File: config.mk
export PLATFORM = sky130hd
export DESIGN_NAME = comment_uid_extractor_core
export DESIGN_NICKNAME = d
export VERILOG_FILES = /design/src/rtl/cuid_pkg.sv /design/src/rtl/cuid_scan.sv /design/src/rtl/comment_uid_extractor_core.sv
export SDC_FILE = /design/constraint.sdc
export NUM_CORES = 1
export LEC_CHECK = 0
export ABC_AREA = 1
export BUFFER_PORTS_ARGS = -buffer_cell sky130_fd_sc_hd__buf_2
export CORE_MARGIN = 1
export CORE_UTILIZATION = 60
export CTS_CLUSTER_SIZE = 14
export DETAILED_ROUTE_END_ITERATION = 10
export PLACE_DENSITY = 0.77
export SETUP_SLACK_MARGIN = 0.3
export SLEW_MARGIN = 20
export SYNTH_ARGS = -nofsm -noshare
export SYNTH_HDL_FRONTEND = slang
export SYNTH_SLANG_ARGS = --single-unit
File: constraint.sdc
create_clock -name clock -period 8.8 [get_ports clock]
set_input_delay 1.76 -clock clock [delete_from_list [all_inputs] [get_ports clock]]
set_output_delay 1.76 -clock clock [all_outputs]
set_load 0.01 [all_outputs]
File: src/rtl/cuid_pkg.sv
package cuid_pkg;

   localparam int UID_W = 64;
   localparam int POS_W = 3;

   localparam logic [POS_W-1:0] POS_SAT = POS_W'(5);

   localparam logic [7:0] CHAR_STAR  = 8'h2A;
   localparam logic [7:0] CHAR_SLASH = 8'h2F;
   localparam logic [7:0] CHAR_COLON = 8'h3A;
   localparam logic [7:0] CHAR_D     = 8'h64;
   localparam logic [7:0] CHAR_I     = 8'h69;
   localparam logic [7:0] CHAR_U     = 8'h75;
   localparam logic [7:0] CHAR_SPACE = 8'h20;
   localparam logic [7:0] CHAR_ZERO  = 8'h30;
   localparam logic [7:0] CHAR_NINE  = 8'h39;

   localparam logic [UID_W-1:0] UID_NONE = '1;

   typedef struct packed {
      logic             valid;
      logic             found;
      logic [UID_W-1:0] value;
   } scan_result_type;

endpackage

File: src/rtl/cuid_scan.sv
module cuid_scan import cuid_pkg::*; (
   input  logic            clock,
   input  logic            reset,
   input  logic            accept,
   input  logic [7:0]      ch,
   input  logic            last,
   output scan_result_type result
);

   logic             comment_ff, comment_in;
   logic             capture_ff, capture_in;
   logic             skip_ff, skip_in;
   logic             answered_ff, answered_in;
   logic [7:0]       recent_ff [3];
   logic [7:0]       recent_in [3];
   logic [POS_W-1:0] pos_ff, pos_in;
   logic [UID_W-1:0] acc_ff, acc_in;

   logic swallow, digit_ok, matched, hit;

   always_comb begin
      swallow  = skip_ff && (ch == CHAR_SPACE);
      digit_ok = capture_ff && (ch inside {[CHAR_ZERO:CHAR_NINE]});
      matched  = (ch == CHAR_COLON) && comment_ff && (pos_ff >= POS_SAT) &&
                 (recent_ff[0] == CHAR_D) && (recent_ff[1] == CHAR_I) &&
                 (recent_ff[2] == CHAR_U);
      hit      = !answered_ff && !swallow && capture_ff && !digit_ok && !matched;

      result.valid = !answered_ff && (hit || last);
      result.found = hit;
      result.value = hit ? acc_ff : UID_NONE;
   end

   always_comb begin
      comment_in   = comment_ff;
      capture_in   = capture_ff;
      skip_in      = skip_ff;
      answered_in  = answered_ff;
      recent_in[0] = recent_ff[0];
      recent_in[1] = recent_ff[1];
      recent_in[2] = recent_ff[2];
      pos_in       = pos_ff;
      acc_in       = acc_ff;
      if (last) begin
         comment_in   = 1'b0;
         capture_in   = 1'b0;
         skip_in      = 1'b0;
         answered_in  = 1'b0;
         recent_in[0] = '0;
         recent_in[1] = '0;
         recent_in[2] = '0;
         pos_in       = '0;
         acc_in       = '0;
      end else if (!answered_ff) begin
         skip_in = matched;
         if (!swallow) begin
            if (ch == CHAR_STAR && pos_ff != '0 && recent_ff[0] == CHAR_SLASH) begin
               comment_in = 1'b1;
            end
            if (ch == CHAR_SLASH && comment_ff && pos_ff != '0 &&
                recent_ff[0] == CHAR_STAR) begin
               comment_in = 1'b0;
            end
            if (matched) begin
               capture_in = 1'b1;
            end
            if (digit_ok) begin
               acc_in = (acc_ff << 3) + (acc_ff << 1) + UID_W'(ch - CHAR_ZERO);
            end
         end
         recent_in[0] = ch;
         recent_in[1] = recent_ff[0];
         recent_in[2] = recent_ff[1];
         if (pos_ff < POS_SAT) begin
            pos_in = pos_ff + POS_W'(1);
         end
         answered_in = hit;
      end
   end

   always_ff @(posedge clock) begin
      if (reset) begin
         comment_ff   <= 1'b0;
         capture_ff   <= 1'b0;
         skip_ff      <= 1'b0;
         answered_ff  <= 1'b0;
         recent_ff[0] <= '0;
         recent_ff[1] <= '0;
         recent_ff[2] <= '0;
         pos_ff       <= '0;
         acc_ff       <= '0;
      end else if (accept) begin
         comment_ff   <= comment_in;
         capture_ff   <= capture_in;
         skip_ff      <= skip_in;
         answered_ff  <= answered_in;
         recent_ff[0] <= recent_in[0];
         recent_ff[1] <= recent_in[1];
         recent_ff[2] <= recent_in[2];
         pos_ff       <= pos_in;
         acc_ff       <= acc_in;
      end
   end

`ifndef SYNTHESIS
   a_skip_needs_capture: assert property (@(posedge clock) disable iff (reset)
      skip_ff |-> capture_ff)
      else $error("space swallow armed without capture");

   a_pos_saturates: assert property (@(posedge clock) disable iff (reset)
      pos_ff <= POS_SAT)
      else $error("position count past saturation");

   a_last_clears: assert property (@(posedge clock) disable iff (reset)
      (accept && last) |=> (!capture_ff && !answered_ff && acc_ff == '0))
      else $error("state not cleared after last byte");
`endif

endmodule

File: src/rtl/comment_uid_extractor_core.sv
// Result: rsp_* is registered and carries a result in the cycle after the byte that causes it is transferred.
// Throughput: one byte per cycle while req_stall is low; the per-byte state update is combinational.
// Back pressure: req_stall follows rsp_stall only while a result waits in the output register.
// Reset: synchronous, active high; clears scan state and drops rsp_valid.
module comment_uid_extractor_core import cuid_pkg::*; (
   input  logic             clock,
   input  logic             reset,
   input  logic             req_valid,
   output logic             req_stall,
   input  logic [7:0]       req_ch,
   input  logic             req_last,
   output logic             rsp_valid,
   input  logic             rsp_stall,
   output logic [UID_W-1:0] rsp_uid_value,
   output logic             rsp_found
);

   scan_result_type  scan_res;
   logic             req_accept;
   logic             valid_ff, valid_in;
   logic             found_ff;
   logic [UID_W-1:0] value_ff;

   assign req_stall  = valid_ff && rsp_stall;
   assign req_accept = req_valid && !req_stall;

   cuid_scan u_scan (
      .clock  (clock),
      .reset  (reset),
      .accept (req_accept),
      .ch     (req_ch),
      .last   (req_last),
      .result (scan_res)
   );

   always_comb begin
      valid_in = valid_ff && rsp_stall;
      if (req_accept && scan_res.valid) begin
         valid_in = 1'b1;
      end
   end

   always_ff @(posedge clock) begin
      if (reset) begin
         valid_ff <= 1'b0;
      end else begin
         valid_ff <= valid_in;
      end
   end

   always_ff @(posedge clock) begin
      if (req_accept && scan_res.valid) begin
         found_ff <= scan_res.found;
         value_ff <= scan_res.value;
      end
   end

   assign rsp_valid     = valid_ff;
   assign rsp_found     = found_ff;
   assign rsp_uid_value = value_ff;

`ifndef SYNTHESIS
   a_none_is_all_ones: assert property (@(posedge clock) disable iff (reset)
      (rsp_valid && !rsp_found) |-> (rsp_uid_value == UID_NONE))
      else $error("end without uid must carry all ones");

   a_result_registered: assert property (@(posedge clock) disable iff (reset)
      (req_accept && scan_res.valid) |=> rsp_valid)
      else $error("no result after a result-producing byte");

   a_no_overwrite: assert property (@(posedge clock) disable iff (reset)
      (rsp_valid && rsp_stall) |-> !req_accept)
      else $error("byte transferred while result held");
`endif

endmodule
==> summary.txt <==
Clocking
  – Post-CTS sizing: 0
  – TritonCTS buffer count: 17
  – Total clock sinks: 161
  – Clock Tree Buf Depth: 2
  – CTS Root Cell: clkbuf_16
  – CTS tree: yes
  – Post-CTS Setup Bufs: 0
  – H-Tree Depth: 4
  – Cts hold-fix bufs: 0
  – Clk_lat worst skew: 0.45 ns
  – Reg clk slew, reported paths: 0.08 ns

Route
  – Via density: 5.30
  – DRC viols: 0
  – Drt total wl: 35.6 mm
  – Routed WL per cell: 16.0 um
  – DRT Pass-1 Iters: 6
  – Vias: 11800
  – Starting DRT DRC Count: 831
  – Antenna Nets Post-Route: 0

Timing
  – Final Skew: 0.0108 ns
  – TNS Setup: 0 ns
  – Min cycle time layout: 5.84 ns
  – Final Cycle Share: 0.663
  – Slew headroom: 0.278
  – Fmax: 171 MHz
  – Hold slack: 0.462 ns
  – Fin. Hold Viols: 0
  – Final setup violation count: 0
  – Worst slew pin tran: 1.08 ns
  – Slew Viols, Final: 0
  – RSZ-0062 raised after global routing: no
  – Setup slack after layout: 2.96 ns

Placed design
  – Gpl congestion: 1.04
  – DP HPWL: 27.6 mm
  – Pre-CTS WS: 2.54 ns
  – Port Buffers: 79

Floorplanning
  – I/O pin count: 80
  – Die Span Y: 149 um
  – Number of cell rows: 53
  – Initial Utilization: 0.614
  – Die footprint: 22200 um^2
  – Die Wd: 149 um
  – Core area: 21100 um^2

Cells and area
  – Nets: 2072
  – Fill count: 1844
  – ANT cells: 0
  – Share of layout cells above drive strength 1: 0.0968
  – Commonest non-fill, non-tap cells in the layout: nand2_1, inv_1, nor2_1, a21oi_1
  – Synth-to-Final Area Change: 9.40%
  – Multi-input logic area: 7310 um^2
  – Commonest non-fill, non-tap cell in the layout: nand2_1
  – Register area: 4110 um^2

Pwr
  – Max rail drop VDD: 0.104 mV
  – Total power: 1890 uW
  – Static Leak: 0.00704 uW
  – Pwr Density: 133 nW/um^2

Logic synthesis
  – Post-synthesis cell count: 1858
  – Avg Cell Area, Syn: 6.97 um^2
  – Post-Syn Area: 12900 um^2
  – Count of different cell masters after synthesis: 35
  – Seq cells post-synth: 161
  – Seq/Total Area, Yosys: 0.318
  – Syn nets: 2000
  – Yosys Warn Count: 0

Critical path
  – CP arrival: 6.14 ns
  – Type of origin of the critical path: primary input
  – WP data required: 9.10 ns
  – Worst setup path class: in -> reg
  – Critical Path End Type: flip-flop
  – CP max FO: 29

Hold path
  – Tightest Hold Check Type: reg -> reg

Global routing
  – Initial antenna violation count: 0
  – GRT overflow: 0
  – First-pass GRT wire length: 57.2 mm
  – Largest net degree at the start of global routing: 69
  – GRT Resource Usage Total: 0.334
  – Vias in the first global route: 11300

Run status
  – Outcome: complete, no violations

Flow run
  – Maxcap violations: 0
## metal layers
layer | track usage | part of all wire
met5 | 0 | 0
met4 | 0.127 | 0.031
met3 | 0.0419 | 0.061
met2 | 0.564 | 0.47
met1 | 0.438 | 0.44
## area by class of cell
class	count	share of cell area
Inverter	360	0.0954
Timing Repair Buffer	82	0.0295
Clock buffer	17	0.0300
Sequential cell	161	0.291
Clock inverter	15	0.0141
Tap cell	275	0.0243
Multi-Input combinational cell	1308	0.516
## critical path, cell delays in order
cell     delay (ns)
buf_2          0.13
ha_1           0.29
nor2_4         0.86
buf_4          0.58
fa_1           0.51
ha_1           0.41
nand2_1        0.14
nor2_2         0.19
inv_1          0.06
nor3_1         0.43
nand2_1        0.23
nor3_2         0.15
nand2_1        0.09
nand2_1        0.08
nand2_1        0.04
nand3_1        0.07
a21oi_1        0.08
## per-stage QoR
step,cells,util,cell area [um^2]
floorplan,1858,-,12900
global placement,2186,0.642,13500
global route,2218,0.671,14200
CTS,2218,0.671,14200
detailed placement,2186,0.642,13500
finish,2218,0.671,14200
## cell usage after synthesis, drive strengths merged
cell	n	area (um^2)
buf	14	121
o21bai	6	45.0
nand3b	8	60.1
a22oi	3	22.5
a21oi	112	561
a21boi	2	15.0
inv	360	1350
nand4	15	93.8
ha	68	851
nand2	658	2480
edfxtp	89	2670
nand3	89	445
nor2	148	579
xnor2	4	35.0
nor3	15	90.1
fa	61	1220
nor4	9	56.3
o22ai	1	6.26
dfxtp	72	1440
o211ai	2	15.0
xor2	28	245
o21ai	16	83.8
and2	4	25.0
or2	59	369
clkbuf	15	56.3
## path summary, 6_finish.rpt
check | startpoint | endpoint | slack (ns) | depth (start not counted)
max | req_ch[4] | u_scan.acc_ff[62] | 2.96 | 17
min | u_scan.acc_ff[63] | u_scan.acc_ff[63] | 0.46 | 2
max reg2reg | u_scan.acc_ff[0] | u_scan.acc_ff[32] | 5.49 | 12
min reg2reg | u_scan.acc_ff[63] | u_scan.acc_ff[63] | 0.46 | 2
## registers in the layout, summed over array words and instances (netlist names)
register / cells
u_scan.capture_ff: 1
rsp_valid: 1
rsp_found: 1
u_scan.pos_ff: 3
u_scan.comment_ff: 1
u_scan.answered_ff: 1
u_scan.recent_ff: 24
u_scan.acc_ff: 64
rsp_uid_value: 64
u_scan.skip_ff: 1
## report_power, final
| part | leakage (uW) | internal [uW] | switching (uW) |
|---|---|---|---|
| clock | 0.000301 | 392 | 400 |
| combinational | 0.00548 | 87.2 | 179 |
| sequential | 0.00126 | 809 | 18.9 |
## cells by family after synthesis
kind of cell | count (synthesis) | synth area share
DFF | 161 | 0.318
adders and majority gates | 129 | 0.160
xor gates and xnor gates | 32 | 0.0217
and+or+nand+nor | 1005 | 0.324
buffers and inverters | 389 | 0.118
AOI/OAI and AO/OA | 142 | 0.0578
No activity file was read; power rests on OpenSTA's default activity.
